[src/rtl/frl_pkg.sv]
// ----------------------------------------------------------------------------
// frl_pkg
// Shared types and constants of the framed sector ring logger: request,
// status, run state and register codes, defaults and the result record.
// ----------------------------------------------------------------------------
package frl_pkg;

  localparam int SECTOR_BYTES_DEF = 512;
  localparam int NUM_SECTORS_DEF  = 16;
  localparam int MAX_IDS_DEF      = 32;

  localparam int FRAME_EXTRA = 4;

  localparam int CFG_IDX_W  = 3;
  localparam int CFG_DATA_W = 8;

  typedef enum logic [CFG_IDX_W-1:0] {
    CFG_NUM_IDS    = 3'd0,
    CFG_BEGIN_ONE  = 3'd1,
    CFG_BEGIN_TWO  = 3'd2,
    CFG_END_FLAG   = 3'd3,
    CFG_MAX_CHUNK  = 3'd4
  } cfg_idx_t;

  localparam logic [5:0] NUM_IDS_RST   = 6'd32;
  localparam logic [7:0] FLAG_RST      = 8'd0;
  localparam logic [4:0] MAX_CHUNK_RST = 5'd16;

  typedef enum logic [2:0] {
    REQ_START   = 3'd0,
    REQ_HEADER  = 3'd1,
    REQ_PAYLOAD = 3'd2,
    REQ_DRAIN   = 3'd3,
    REQ_STOP    = 3'd4
  } req_t;

  typedef enum logic [2:0] {
    ST_OK         = 3'd0,
    ST_INVALID_ID = 3'd1,
    ST_NOT_LOG    = 3'd2,
    ST_FULL       = 3'd3,
    ST_BUSY       = 3'd4,
    ST_NO_MSG     = 3'd5
  } status_t;

  typedef enum logic [1:0] {
    RUN_IDLE     = 2'd0,
    RUN_LOGGING  = 2'd1,
    RUN_STOPPING = 2'd2
  } run_t;

  typedef struct packed {
    logic [2:0]  status;
    logic        sector_ready;
    logic        chunk_valid;
    logic [3:0]  chunk_start;
    logic [4:0]  chunk_sectors;
    logic        partial_valid;
    logic [9:0]  partial_bytes;
    logic [1:0]  log_state;
    logic [31:0] total_count;
    logic [31:0] lost_count;
  } res_t;

endpackage

[src/rtl/frl_if.sv]
// ----------------------------------------------------------------------------
// frl_in_if / frl_out_if
// Valid/ready channels of the logger: request items in, result items out.
// ----------------------------------------------------------------------------
interface frl_in_if;
  logic        valid;
  logic        ready;
  logic [2:0]  req_type;
  logic [7:0]  msg_id;
  logic [15:0] msg_len;
  logic [7:0]  payload_byte;
  logic        payload_last;

  modport source (output valid, req_type, msg_id, msg_len, payload_byte, payload_last,
                  input ready);
  modport sink (input valid, req_type, msg_id, msg_len, payload_byte, payload_last,
                output ready);
endinterface

interface frl_out_if;
  logic        valid;
  logic        ready;
  logic [2:0]  status;
  logic        sector_ready;
  logic        chunk_valid;
  logic [3:0]  chunk_start;
  logic [4:0]  chunk_sectors;
  logic        partial_valid;
  logic [9:0]  partial_bytes;
  logic [1:0]  log_state;
  logic [31:0] total_count;
  logic [31:0] lost_count;

  modport source (output valid, status, sector_ready, chunk_valid, chunk_start,
                  chunk_sectors, partial_valid, partial_bytes, log_state,
                  total_count, lost_count,
                  input ready);
  modport sink (input valid, status, sector_ready, chunk_valid, chunk_start,
                chunk_sectors, partial_valid, partial_bytes, log_state,
                total_count, lost_count,
                output ready);
endinterface

[src/rtl/framed_sector_ring_logger.sv]
// ----------------------------------------------------------------------------
// framed_sector_ring_logger
// Binary log framer writing begin/id/payload/end frames byte by byte into a
// sectored ring, with per-id message counters and run-based draining.
//
// Usage:
//   in_ch carries one request per transfer: start, message header, payload
//   byte, drain or stop. out_ch returns exactly one result per request.
//   cfg_we/cfg_index/cfg_wdata write the five setup registers while idle.
// Timing:
//   one byte writer is shared by all framing work, one byte per cycle: an
//   accepted header writes its two begin flags and its id, a payload byte
//   writes itself and then the end flag if it is the last; a header with a
//   valid id first reads its counters. in_ch.ready is high only while no
//   item is in work.
// Reset:
//   pointers, run state, counters and setup registers return to defaults;
//   the counter table is cleared at once through per-id valid bits, the
//   log store itself is not cleared.
// Stall:
//   a finished result sits in the output register; the next item may be
//   taken meanwhile, and its own result waits until out_ch.ready frees it.
// ----------------------------------------------------------------------------
module framed_sector_ring_logger #(
  parameter int SECTOR_BYTES = frl_pkg::SECTOR_BYTES_DEF,
  parameter int NUM_SECTORS  = frl_pkg::NUM_SECTORS_DEF,
  parameter int MAX_IDS      = frl_pkg::MAX_IDS_DEF
) (
  input  logic                           clk,
  input  logic                           rst_n,
  input  logic                           cfg_we,
  input  logic [frl_pkg::CFG_IDX_W-1:0]  cfg_index,
  input  logic [frl_pkg::CFG_DATA_W-1:0] cfg_wdata,
  frl_in_if.sink                         in_ch,
  frl_out_if.source                      out_ch
);
  import frl_pkg::*;

  localparam int PW  = $clog2(NUM_SECTORS);
  localparam int FW  = $clog2(SECTOR_BYTES + 1);
  localparam int AW  = $clog2(SECTOR_BYTES * NUM_SECTORS);
  localparam int IW  = (MAX_IDS > 1) ? $clog2(MAX_IDS) : 1;
  localparam int CW  = (PW + 1 > 5) ? PW + 1 : 5;
  localparam int LW  = 17;
  localparam int MEM_DEPTH = SECTOR_BYTES * NUM_SECTORS;

  typedef enum logic [4:0] {
    S_IDLE = 5'b00001,
    S_EXEC = 5'b00010,
    S_HDR  = 5'b00100,
    S_PUT  = 5'b01000,
    S_DONE = 5'b10000
  } st_t;

  st_t st_r, st_nxt;

  logic [2:0]  req_r;
  logic [7:0]  id_r;
  logic [15:0] len_r;
  logic [7:0]  pb_r;
  logic        pl_r;

  logic [5:0] nid_r;
  logic [7:0] bf1_r, bf2_r, ef_r;
  logic [4:0] mcs_r;

  logic [PW-1:0] head_r, head_nxt;
  logic [PW-1:0] tail_r, tail_nxt;
  logic [FW-1:0] fill_r, fill_nxt;
  logic [1:0]    run_r, run_nxt;
  logic          open_r, open_nxt;
  logic          adv_r, adv_nxt;

  logic [2:0][7:0] pk_r, pk_nxt;
  logic [1:0]      pk_cnt_r, pk_cnt_nxt;

  res_t res_r, res_nxt;
  res_t out_r, out_nxt;
  logic out_valid_r, out_valid_nxt;

  logic [7:0]   log_store [MEM_DEPTH];
  logic         mem_we;
  logic [AW-1:0] mem_addr;
  logic [7:0]   mem_wdata;

  logic [63:0]        cnt_mem [MAX_IDS];
  logic [MAX_IDS-1:0] cnt_vld_r, cnt_vld_nxt;
  logic [63:0]        cnt_q_r;
  logic               cnt_qv_r;
  logic               cnt_we;
  logic [63:0]        cnt_wdata;
  logic [IW-1:0]      cnt_idx;

  logic          in_fire;
  logic [8:0]    ids;
  logic [PW-1:0] head_inc;
  logic [31:0]   acc_cur, lost_cur;
  logic [LW-1:0] room, need;
  logic [CW-1:0] to_end, in_buf, cap, run_len, tail_sum;
  logic [PW-1:0] put_head;
  logic [FW-1:0] put_fill;

  assign in_fire     = in_ch.valid && in_ch.ready;
  assign in_ch.ready = (st_r == S_IDLE);
  assign cnt_idx     = id_r[IW-1:0];

  assign ids      = ({3'b000, nid_r} > 9'(MAX_IDS)) ? 9'(MAX_IDS) : {3'b000, nid_r};
  assign head_inc = (head_r == PW'(NUM_SECTORS - 1)) ? '0 : head_r + 1'b1;
  assign acc_cur  = cnt_qv_r ? cnt_q_r[63:32] : '0;
  assign lost_cur = cnt_qv_r ? cnt_q_r[31:0] : '0;
  assign room     = LW'(SECTOR_BYTES) - LW'(fill_r);
  assign need     = LW'(len_r) + LW'(FRAME_EXTRA);

  assign to_end   = CW'(NUM_SECTORS) - CW'(tail_r);
  assign in_buf   = (head_r > tail_r) ? CW'(head_r) - CW'(tail_r) : to_end + CW'(head_r);
  assign cap      = (mcs_r == '0) ? CW'(1) : CW'(mcs_r);
  assign run_len  = (in_buf < to_end) ? ((in_buf > cap) ? cap : in_buf)
                                      : ((to_end > cap) ? cap : to_end);
  assign tail_sum = CW'(tail_r) + run_len;

  // byte writer: advance to the next sector when the current one is full
  assign put_head = (fill_r == FW'(SECTOR_BYTES)) ? head_inc : head_r;
  assign put_fill = (fill_r == FW'(SECTOR_BYTES)) ? '0 : fill_r;

  always_comb begin
    st_nxt        = st_r;
    head_nxt      = head_r;
    tail_nxt      = tail_r;
    fill_nxt      = fill_r;
    run_nxt       = run_r;
    open_nxt      = open_r;
    adv_nxt       = adv_r;
    pk_nxt        = pk_r;
    pk_cnt_nxt    = pk_cnt_r;
    res_nxt       = res_r;
    out_nxt       = out_r;
    out_valid_nxt = out_valid_r && !out_ch.ready;
    cnt_vld_nxt   = cnt_vld_r;
    cnt_we        = 1'b0;
    cnt_wdata     = cnt_q_r;
    mem_we        = 1'b0;
    mem_addr      = AW'(put_head) * AW'(SECTOR_BYTES) + AW'(put_fill);
    mem_wdata     = pk_r[0];

    case (st_r)
      S_IDLE: begin
        if (in_fire) begin
          st_nxt = S_EXEC;
        end
      end
      S_EXEC: begin
        res_nxt = '0;
        adv_nxt = 1'b0;
        st_nxt  = S_DONE;
        case (req_r)
          REQ_START: begin
            if (run_r != RUN_IDLE) begin
              res_nxt.status = ST_BUSY;
            end else begin
              head_nxt    = '0;
              tail_nxt    = '0;
              fill_nxt    = '0;
              open_nxt    = 1'b0;
              cnt_vld_nxt = '0;
              run_nxt     = RUN_LOGGING;
            end
          end
          REQ_HEADER: begin
            if ({1'b0, id_r} >= ids) begin
              res_nxt.status = ST_INVALID_ID;
            end else begin
              st_nxt = S_HDR;
            end
          end
          REQ_PAYLOAD: begin
            if (!open_r) begin
              res_nxt.status = ST_NO_MSG;
            end else begin
              pk_nxt[0] = pb_r;
              pk_nxt[1] = ef_r;
              pk_nxt[2] = '0;
              if (pl_r) begin
                pk_cnt_nxt = 2'd2;
                open_nxt   = 1'b0;
              end else begin
                pk_cnt_nxt = 2'd1;
              end
              st_nxt = S_PUT;
            end
          end
          REQ_DRAIN: begin
            if (run_r == RUN_IDLE) begin
              res_nxt.status = ST_NOT_LOG;
            end else if (head_r != tail_r) begin
              res_nxt.chunk_valid   = 1'b1;
              res_nxt.chunk_start   = 4'(tail_r);
              res_nxt.chunk_sectors = 5'(run_len);
              tail_nxt = (tail_sum == CW'(NUM_SECTORS)) ? '0 : PW'(tail_sum);
            end else if (run_r == RUN_STOPPING) begin
              if (fill_r != '0) begin
                res_nxt.partial_valid = 1'b1;
                res_nxt.partial_bytes = 10'(fill_r);
              end
              open_nxt = 1'b0;
              run_nxt  = RUN_IDLE;
            end
          end
          REQ_STOP: begin
            if (run_r == RUN_LOGGING) begin
              run_nxt = RUN_STOPPING;
            end else begin
              res_nxt.status = ST_NOT_LOG;
            end
          end
          default: begin
          end
        endcase
      end
      S_HDR: begin
        st_nxt = S_DONE;
        res_nxt.total_count = acc_cur;
        res_nxt.lost_count  = lost_cur;
        if (run_r != RUN_LOGGING) begin
          res_nxt.status = ST_NOT_LOG;
        end else if (open_r) begin
          res_nxt.status = ST_BUSY;
        end else if (room < need && head_inc == tail_r) begin
          res_nxt.status     = ST_FULL;
          res_nxt.lost_count = lost_cur + 32'd1;
          cnt_we             = 1'b1;
          cnt_wdata          = {acc_cur, lost_cur + 32'd1};
          cnt_vld_nxt[cnt_idx] = 1'b1;
        end else begin
          res_nxt.total_count = acc_cur + 32'd1;
          cnt_we              = 1'b1;
          cnt_wdata           = {acc_cur + 32'd1, lost_cur};
          cnt_vld_nxt[cnt_idx] = 1'b1;
          open_nxt   = 1'b1;
          pk_nxt[0]  = bf1_r;
          pk_nxt[1]  = bf2_r;
          pk_nxt[2]  = id_r;
          pk_cnt_nxt = 2'd3;
          st_nxt     = S_PUT;
        end
      end
      S_PUT: begin
        mem_we     = 1'b1;
        head_nxt   = put_head;
        fill_nxt   = put_fill + 1'b1;
        if (fill_r == FW'(SECTOR_BYTES)) begin
          adv_nxt = 1'b1;
        end
        pk_nxt[0]  = pk_r[1];
        pk_nxt[1]  = pk_r[2];
        pk_nxt[2]  = '0;
        pk_cnt_nxt = pk_cnt_r - 1'b1;
        if (pk_cnt_r == 2'd1) begin
          st_nxt = S_DONE;
        end
      end
      S_DONE: begin
        if (!out_valid_r || out_ch.ready) begin
          out_nxt              = res_r;
          out_nxt.sector_ready = adv_r;
          out_nxt.log_state    = run_r;
          out_valid_nxt        = 1'b1;
          st_nxt               = S_IDLE;
        end
      end
      default: begin
        st_nxt = S_IDLE;
      end
    endcase
  end

  always_ff @(posedge clk) begin
    if (!rst_n) begin
      st_r        <= S_IDLE;
      head_r      <= '0;
      tail_r      <= '0;
      fill_r      <= '0;
      run_r       <= RUN_IDLE;
      open_r      <= 1'b0;
      adv_r       <= 1'b0;
      pk_cnt_r    <= '0;
      out_valid_r <= 1'b0;
      cnt_vld_r   <= '0;
      cnt_qv_r    <= 1'b0;
    end else begin
      st_r        <= st_nxt;
      head_r      <= head_nxt;
      tail_r      <= tail_nxt;
      fill_r      <= fill_nxt;
      run_r       <= run_nxt;
      open_r      <= open_nxt;
      adv_r       <= adv_nxt;
      pk_cnt_r    <= pk_cnt_nxt;
      out_valid_r <= out_valid_nxt;
      cnt_vld_r   <= cnt_vld_nxt;
      cnt_qv_r    <= cnt_vld_r[cnt_idx];
    end
  end

  always_ff @(posedge clk) begin
    if (in_fire) begin
      req_r <= in_ch.req_type;
      id_r  <= in_ch.msg_id;
      len_r <= in_ch.msg_len;
      pb_r  <= in_ch.payload_byte;
      pl_r  <= in_ch.payload_last;
    end
    pk_r  <= pk_nxt;
    res_r <= res_nxt;
    out_r <= out_nxt;
  end

  // setup registers
  always_ff @(posedge clk) begin
    if (!rst_n) begin
      nid_r <= NUM_IDS_RST;
      bf1_r <= FLAG_RST;
      bf2_r <= FLAG_RST;
      ef_r  <= FLAG_RST;
      mcs_r <= MAX_CHUNK_RST;
    end else if (cfg_we) begin
      case (cfg_index)
        CFG_NUM_IDS:   nid_r <= cfg_wdata[5:0];
        CFG_BEGIN_ONE: bf1_r <= cfg_wdata;
        CFG_BEGIN_TWO: bf2_r <= cfg_wdata;
        CFG_END_FLAG:  ef_r  <= cfg_wdata;
        CFG_MAX_CHUNK: mcs_r <= cfg_wdata[4:0];
        default: begin
        end
      endcase
    end
  end

  // log store, write only
  always_ff @(posedge clk) begin
    if (mem_we) begin
      log_store[mem_addr] <= mem_wdata;
    end
  end

  // per-id counters: accepted in the upper half, lost in the lower half
  always_ff @(posedge clk) begin
    if (cnt_we) begin
      cnt_mem[cnt_idx] <= cnt_wdata;
    end
    cnt_q_r <= cnt_mem[cnt_idx];
  end

  assign out_ch.valid         = out_valid_r;
  assign out_ch.status        = out_r.status;
  assign out_ch.sector_ready  = out_r.sector_ready;
  assign out_ch.chunk_valid   = out_r.chunk_valid;
  assign out_ch.chunk_start   = out_r.chunk_start;
  assign out_ch.chunk_sectors = out_r.chunk_sectors;
  assign out_ch.partial_valid = out_r.partial_valid;
  assign out_ch.partial_bytes = out_r.partial_bytes;
  assign out_ch.log_state     = out_r.log_state;
  assign out_ch.total_count   = out_r.total_count;
  assign out_ch.lost_count    = out_r.lost_count;

  a_accept_starts_work: assert property (@(posedge clk) disable iff (!rst_n)
    in_fire |=> (st_r == S_EXEC))
    else $error("accepted request did not start work");

  a_queue_only_in_put: assert property (@(posedge clk) disable iff (!rst_n)
    (st_r != S_PUT) |-> (pk_cnt_r == '0))
    else $error("byte queue not empty outside the write loop");

  a_fill_bound: assert property (@(posedge clk) disable iff (!rst_n)
    fill_r <= FW'(SECTOR_BYTES))
    else $error("fill index past sector end");

  a_open_needs_run: assert property (@(posedge clk) disable iff (!rst_n)
    open_r |-> (run_r != RUN_IDLE))
    else $error("message open while idle");

endmodule

[src/flat_wrapper.sv]
// flat-port wrapper written by rule: the top's interface ports become plain ports
module framed_sector_ring_logger_flat import frl_pkg::*;
#(
  parameter int SECTOR_BYTES = frl_pkg::SECTOR_BYTES_DEF,
  parameter int NUM_SECTORS  = frl_pkg::NUM_SECTORS_DEF,
  parameter int MAX_IDS      = frl_pkg::MAX_IDS_DEF
)
  (clk, rst_n, cfg_we, cfg_index, cfg_wdata, in_ch_valid, in_ch_req_type, in_ch_msg_id, in_ch_msg_len, in_ch_payload_byte, in_ch_payload_last, in_ch_ready, out_ch_valid, out_ch_status, out_ch_sector_ready, out_ch_chunk_valid, out_ch_chunk_start, out_ch_chunk_sectors, out_ch_partial_valid, out_ch_partial_bytes, out_ch_log_state, out_ch_total_count, out_ch_lost_count, out_ch_ready);
  frl_in_if in_ch_i ();
  frl_out_if out_ch_i ();
  input  logic clk;
  input  logic rst_n;
  input  logic cfg_we;
  input  logic [frl_pkg::CFG_IDX_W-1:0] cfg_index;
  input  logic [frl_pkg::CFG_DATA_W-1:0] cfg_wdata;
  input wire logic [$bits(in_ch_i.valid)-1:0] in_ch_valid;
  input wire logic [$bits(in_ch_i.req_type)-1:0] in_ch_req_type;
  input wire logic [$bits(in_ch_i.msg_id)-1:0] in_ch_msg_id;
  input wire logic [$bits(in_ch_i.msg_len)-1:0] in_ch_msg_len;
  input wire logic [$bits(in_ch_i.payload_byte)-1:0] in_ch_payload_byte;
  input wire logic [$bits(in_ch_i.payload_last)-1:0] in_ch_payload_last;
  output wire logic [$bits(in_ch_i.ready)-1:0] in_ch_ready;
  output wire logic [$bits(out_ch_i.valid)-1:0] out_ch_valid;
  output wire logic [$bits(out_ch_i.status)-1:0] out_ch_status;
  output wire logic [$bits(out_ch_i.sector_ready)-1:0] out_ch_sector_ready;
  output wire logic [$bits(out_ch_i.chunk_valid)-1:0] out_ch_chunk_valid;
  output wire logic [$bits(out_ch_i.chunk_start)-1:0] out_ch_chunk_start;
  output wire logic [$bits(out_ch_i.chunk_sectors)-1:0] out_ch_chunk_sectors;
  output wire logic [$bits(out_ch_i.partial_valid)-1:0] out_ch_partial_valid;
  output wire logic [$bits(out_ch_i.partial_bytes)-1:0] out_ch_partial_bytes;
  output wire logic [$bits(out_ch_i.log_state)-1:0] out_ch_log_state;
  output wire logic [$bits(out_ch_i.total_count)-1:0] out_ch_total_count;
  output wire logic [$bits(out_ch_i.lost_count)-1:0] out_ch_lost_count;
  input wire logic [$bits(out_ch_i.ready)-1:0] out_ch_ready;
  assign in_ch_i.valid = in_ch_valid;
  assign in_ch_i.req_type = in_ch_req_type;
  assign in_ch_i.msg_id = in_ch_msg_id;
  assign in_ch_i.msg_len = in_ch_msg_len;
  assign in_ch_i.payload_byte = in_ch_payload_byte;
  assign in_ch_i.payload_last = in_ch_payload_last;
  assign in_ch_ready = in_ch_i.ready;
  assign out_ch_valid = out_ch_i.valid;
  assign out_ch_status = out_ch_i.status;
  assign out_ch_sector_ready = out_ch_i.sector_ready;
  assign out_ch_chunk_valid = out_ch_i.chunk_valid;
  assign out_ch_chunk_start = out_ch_i.chunk_start;
  assign out_ch_chunk_sectors = out_ch_i.chunk_sectors;
  assign out_ch_partial_valid = out_ch_i.partial_valid;
  assign out_ch_partial_bytes = out_ch_i.partial_bytes;
  assign out_ch_log_state = out_ch_i.log_state;
  assign out_ch_total_count = out_ch_i.total_count;
  assign out_ch_lost_count = out_ch_i.lost_count;
  assign out_ch_i.ready = out_ch_ready;
  framed_sector_ring_logger #(.SECTOR_BYTES(SECTOR_BYTES), .NUM_SECTORS(NUM_SECTORS), .MAX_IDS(MAX_IDS)) u_core (.clk(clk), .rst_n(rst_n), .cfg_we(cfg_we), .cfg_index(cfg_index), .cfg_wdata(cfg_wdata), .in_ch(in_ch_i), .out_ch(out_ch_i));
endmodule
[config.mk]
export PLATFORM = sky130hd
export DESIGN_NAME = framed_sector_ring_logger_flat
export DESIGN_NICKNAME = d
export VERILOG_FILES = /design/src/rtl/frl_pkg.sv /design/src/rtl/frl_if.sv /design/src/rtl/framed_sector_ring_logger.sv /design/src/flat_wrapper.sv
export SDC_FILE = /design/constraint.sdc
export NUM_CORES = 2
export LEC_CHECK = 0
export BUFFER_PORTS_ARGS = -buffer_cell sky130_fd_sc_hd__buf_2
export CAP_MARGIN = 40
export CELL_PAD_IN_SITES_DETAIL_PLACEMENT = 0
export CELL_PAD_IN_SITES_GLOBAL_PLACEMENT = 1
export CORE_MARGIN = 1
export CORE_UTILIZATION = 55
export DETAILED_ROUTE_END_ITERATION = 10
export PLACE_DENSITY_LB_ADDON = 0.1
export SYNTH_ARGS = -nofsm -noshare
export SYNTH_HDL_FRONTEND = slang
export SYNTH_SLANG_ARGS = --single-unit
[constraint.sdc]
create_clock -name clk -period 15.7 [get_ports clk]
set_input_delay 3.14 -clock clk [delete_from_list [all_inputs] [get_ports clk]]
set_output_delay 3.14 -clock clk [all_outputs]
set_load 0.02 [all_outputs]
==> metrics.cfg <==
[outcome]
status=finished, final reports clean

[setup_path]
cp_slowest_cell=sky130_fd_sc_hd__a221o_1
crit_chain=or3_1, nor3b_2, nand2_1, and2_1, ha_1, nand4_1, nor3_1, o31ai_1, o311ai_4, buf_4, buf_4, nor2_2, buf_4, nor2_1, buf_4, a221o_1
critical-path-max-stage-delay_ns=0.83
arrival_ns=6.82
timing.critical_path.required_ns=16.22
critPathLaunchType=flip-flop
setup.worst_path.class=reg2reg
cp.buffers_inverters=4
critPathCaptureType=flip-flop
path_delay_family=simple AND/OR/NAND/NOR gates
timing.critical_path.fanout_max=36
cp_dominant_cell_by_count=sky130_fd_sc_hd__buf_4

[timing]
rsz0062_at_grt=false
final_worst_setup_slack_ns=9.40
setup_total_negative_slack_ns=0
finalClockSkew_ns=0.0457
post-route-min-period_ns=6.30
timing.fmax_ghz=0.159
worstMarginPinSlew_ns=1.02
fin_crit_sh_pct=40.1
timing.final.setup_violations=0
pins_over_slew_limit=0
final_report_hold_violation_count=0
timing.slew.headroom_pct=32.3

[min_path]
hold_path_class=reg2reg

[final_layout]
final_layout_size_suffix_gt1_share_pct=24.8
num-nets-final=5157
postLayoutCellArea_mm2=0.106
area_growth_pct=13.5
layout.cells.most_common=sky130_fd_sc_hd__edfxtp_1
leading_cell_types_in_the_layout_fill_and_taps_excluded=2255 x sky130_fd_sc_hd__edfxtp_1, 520 x sky130_fd_sc_hd__mux4_2, 261 x sky130_fd_sc_hd__a22oi_1

[synthesis]
synth.ff_latch_count=2393
count_of_flip_flops_with_a_built_in_enable_after_synthesis=2255
synth-warning-count=0
synth-seq-area-share_pct=75.7
postSynth.asyncResetShare_pct=0
synthesized_area_mm2=0.0931
avgSynthCellArea_um2=19.6
post_synth_inst_count=4739
leading_register_cell_type_out_of_synthesis=sky130_fd_sc_hd__edfxtp_1
synth_fp_nets=4851
synth.lib_cells_used.distinct=81

[routing]
drt_first_iter_violations=6400
wl_um=249000
detail_route.wl_per_cell_um=33.4
ant_nets=0
drt_pass1_iterations=5
vias_per_cell=6.64
detail_route.drc_violations=0
vias=49500

[cts]
worst_skew_pair.late_latency_ns=0.88
tritoncts_num_sinks=2393
clock_tree.root_cell=sky130_fd_sc_hd__clkbuf_16
numCtsBuffers=229
ctsLongestPathBuffers=3
cts_repair_resize_count=0
clk_pin_slew_ns=0.06
cts-hold-fix-buffers=0
tritoncts_clock_tree=built
htreeDepth=4
cts.repair_timing.setup_buffer_count=0

[die]
dieArea_mm2=0.171
row_count=150
core_area_mm2=0.168
die_x_um=413
die-height_um=413
start_util_pct=55.5
num_io_pins=145

[pwr]
max-vdd-ir-drop_mv=0.117
cellPowerDensity_mw_per_mm2=131
p_leak_nw=33.5
totalPowerFinal_mw=13.8

[place]
postPlaceCellArea_mm2=0.0983
io_buffers=134
placement.setup.worst_slack_ns=9.50
gp_routability_congestion=0.828
place.detailed.hpwl_um=139000

[global_route]
globalRoute.totalOverflow=0
grt_max_degree=123
grt_pass1_vias=48300
grt_first_pass_wirelength_um=352000
grt_util_all_layers_pct=29.3
antenna_found_initial=8

[job]
max_cap_viol_count=0

[worst reg2reg max path: stages, from the launching register on]
cell                       delay (ns)
sky130_fd_sc_hd__dfxtp_1         0.39
sky130_fd_sc_hd__or3_1           0.43
sky130_fd_sc_hd__nor3b_2         0.32
sky130_fd_sc_hd__nand2_1         0.15
sky130_fd_sc_hd__and2_1          0.30
sky130_fd_sc_hd__ha_1            0.36
sky130_fd_sc_hd__nand4_1         0.19
sky130_fd_sc_hd__nor3_1          0.33
sky130_fd_sc_hd__o31ai_1         0.17
sky130_fd_sc_hd__o311ai_4        0.26
sky130_fd_sc_hd__buf_4           0.48
sky130_fd_sc_hd__buf_4           0.65
sky130_fd_sc_hd__nor2_2          0.08
sky130_fd_sc_hd__buf_4           0.29
sky130_fd_sc_hd__nor2_1          0.40
sky130_fd_sc_hd__buf_4           0.32
sky130_fd_sc_hd__a221o_1         0.83
[layout make-up]
class / count / area (um2)
antenna: 2 / 5.00
inverter: 49 / 184
clock buffer: 290 / 6040
sequential: 2393 / 70500
multi-input combinational: 2024 / 21900
timing repair buffer: 348 / 3070
fill: 11600 / 61900
tap: 2204 / 2760
clock inverter: 140 / 1220
[report_power, final]
group          internal (mW)  switching (mW)  total (mW)
Sequential              7.33          0.0920        7.43
Clock                   2.98            2.38        5.36
Combinational          0.375           0.670        1.04
[path summary, 6_finish.rpt]
path                    startpoint                           to  slack (ns)  cells past startpoint
setup / recovery  u_core.fill_r[2]       u_core.cnt_mem[16][50]        9.40                     16
hold / removal    u_core.res_r[76]  u_core.out_ch.partial_valid        0.42                      0
setup reg to reg  u_core.fill_r[2]       u_core.cnt_mem[16][50]        9.40                     16
hold reg to reg   u_core.res_r[76]  u_core.out_ch.partial_valid        0.42                      0
[Yosys cell counts, types with 14 or more instances]
| library cell | number | area [um2] |
|---|---|---|
| sky130_fd_sc_hd__and2_1 | 24 | 150 |
| sky130_fd_sc_hd__mux2i_1 | 30 | 300 |
| sky130_fd_sc_hd__mux4_2 | 520 | 11700 |
| sky130_fd_sc_hd__a21oi_1 | 100 | 500 |
| sky130_fd_sc_hd__inv_1 | 49 | 184 |
| sky130_fd_sc_hd__xnor2_1 | 41 | 359 |
| sky130_fd_sc_hd__buf_2 | 33 | 165 |
| sky130_fd_sc_hd__and3_1 | 32 | 200 |
| sky130_fd_sc_hd__nand3_1 | 55 | 275 |
| sky130_fd_sc_hd__o211ai_1 | 28 | 210 |
| sky130_fd_sc_hd__a31oi_1 | 14 | 87.6 |
| sky130_fd_sc_hd__o21ai_0 | 58 | 290 |
| sky130_fd_sc_hd__edfxtp_1 | 2255 | 67700 |
| sky130_fd_sc_hd__nor2_1 | 219 | 822 |
| sky130_fd_sc_hd__nor3_1 | 52 | 260 |
| sky130_fd_sc_hd__a22oi_1 | 261 | 1960 |
| sky130_fd_sc_hd__dfxtp_1 | 138 | 2760 |
| sky130_fd_sc_hd__ha_1 | 57 | 713 |
| sky130_fd_sc_hd__xor2_1 | 48 | 420 |
| sky130_fd_sc_hd__nand4_1 | 96 | 601 |
| sky130_fd_sc_hd__or3_1 | 19 | 119 |
| sky130_fd_sc_hd__nor4_1 | 23 | 144 |
| sky130_fd_sc_hd__nand2_1 | 160 | 601 |
| sky130_fd_sc_hd__buf_1 | 40 | 150 |
| sky130_fd_sc_hd__clkbuf_1 | 198 | 743 |
[per-layer routing]
| metal | part of all wire [%] | up-vias | global-route usage [%] |
|---|---|---|---|
| li1 | - | 20300 | - |
| met1 | 41 | 26300 | 43.5 |
| met2 | 48 | 2552 | 46.1 |
| met3 | 9.0 | 369 | 4.42 |
| met4 | 2.3 | 4 | 7.64 |
| met5 | 0.011 | - | 0 |
[registers in the layout, summed over array words and instances (netlist names), 6 cells and up]
| name | flops |
|---|---|
| u_core.fill_r | 10 |
| u_core.len_r | 16 |
| u_core.cnt_mem | 2048 |
| u_core.cnt_vld_r | 32 |
| u_core.res_r | 88 |
| u_core.out_ch.partial_bytes | 10 |
| u_core.out_ch.total_count | 32 |
| u_core.id_r | 8 |
| u_core.nid_r | 6 |
| u_core.out_ch.lost_count | 32 |
| u_core.cnt_q_r | 64 |
[metrics by stage]
stage / hold WS, ns / utilization (%) / instances
after CTS: 0.418 / 63.0 / 7445
after detailed placement: 0.405 / 58.7 / 7015
final: 0.419 / 63.0 / 7450
after global placement: 0.401 / 58.0 / 6949
after global routing: 0.418 / 63.0 / 7448
after floorplan: 0.400 / - / 4739
[cells by family (layout without fill, tap and decap cells)]
kind of cell | Yosys count | count (layout) | share of synthesized area, %
buffers and inverters | 322 | 827 | 1.35
AO/OA/AOI/OAI | 568 | 568 | 4.25
XOR/XNOR | 89 | 89 | 0.837
flip-flops | 2393 | 2393 | 75.7
adder cells (fa/ha/maj) | 60 | 60 | 0.831
multiplexers | 553 | 553 | 12.9
AND/OR/NAND/NOR | 754 | 754 | 4.08
other | 0 | 2 | 0
No activity file was read; power rests on OpenSTA's default activity.
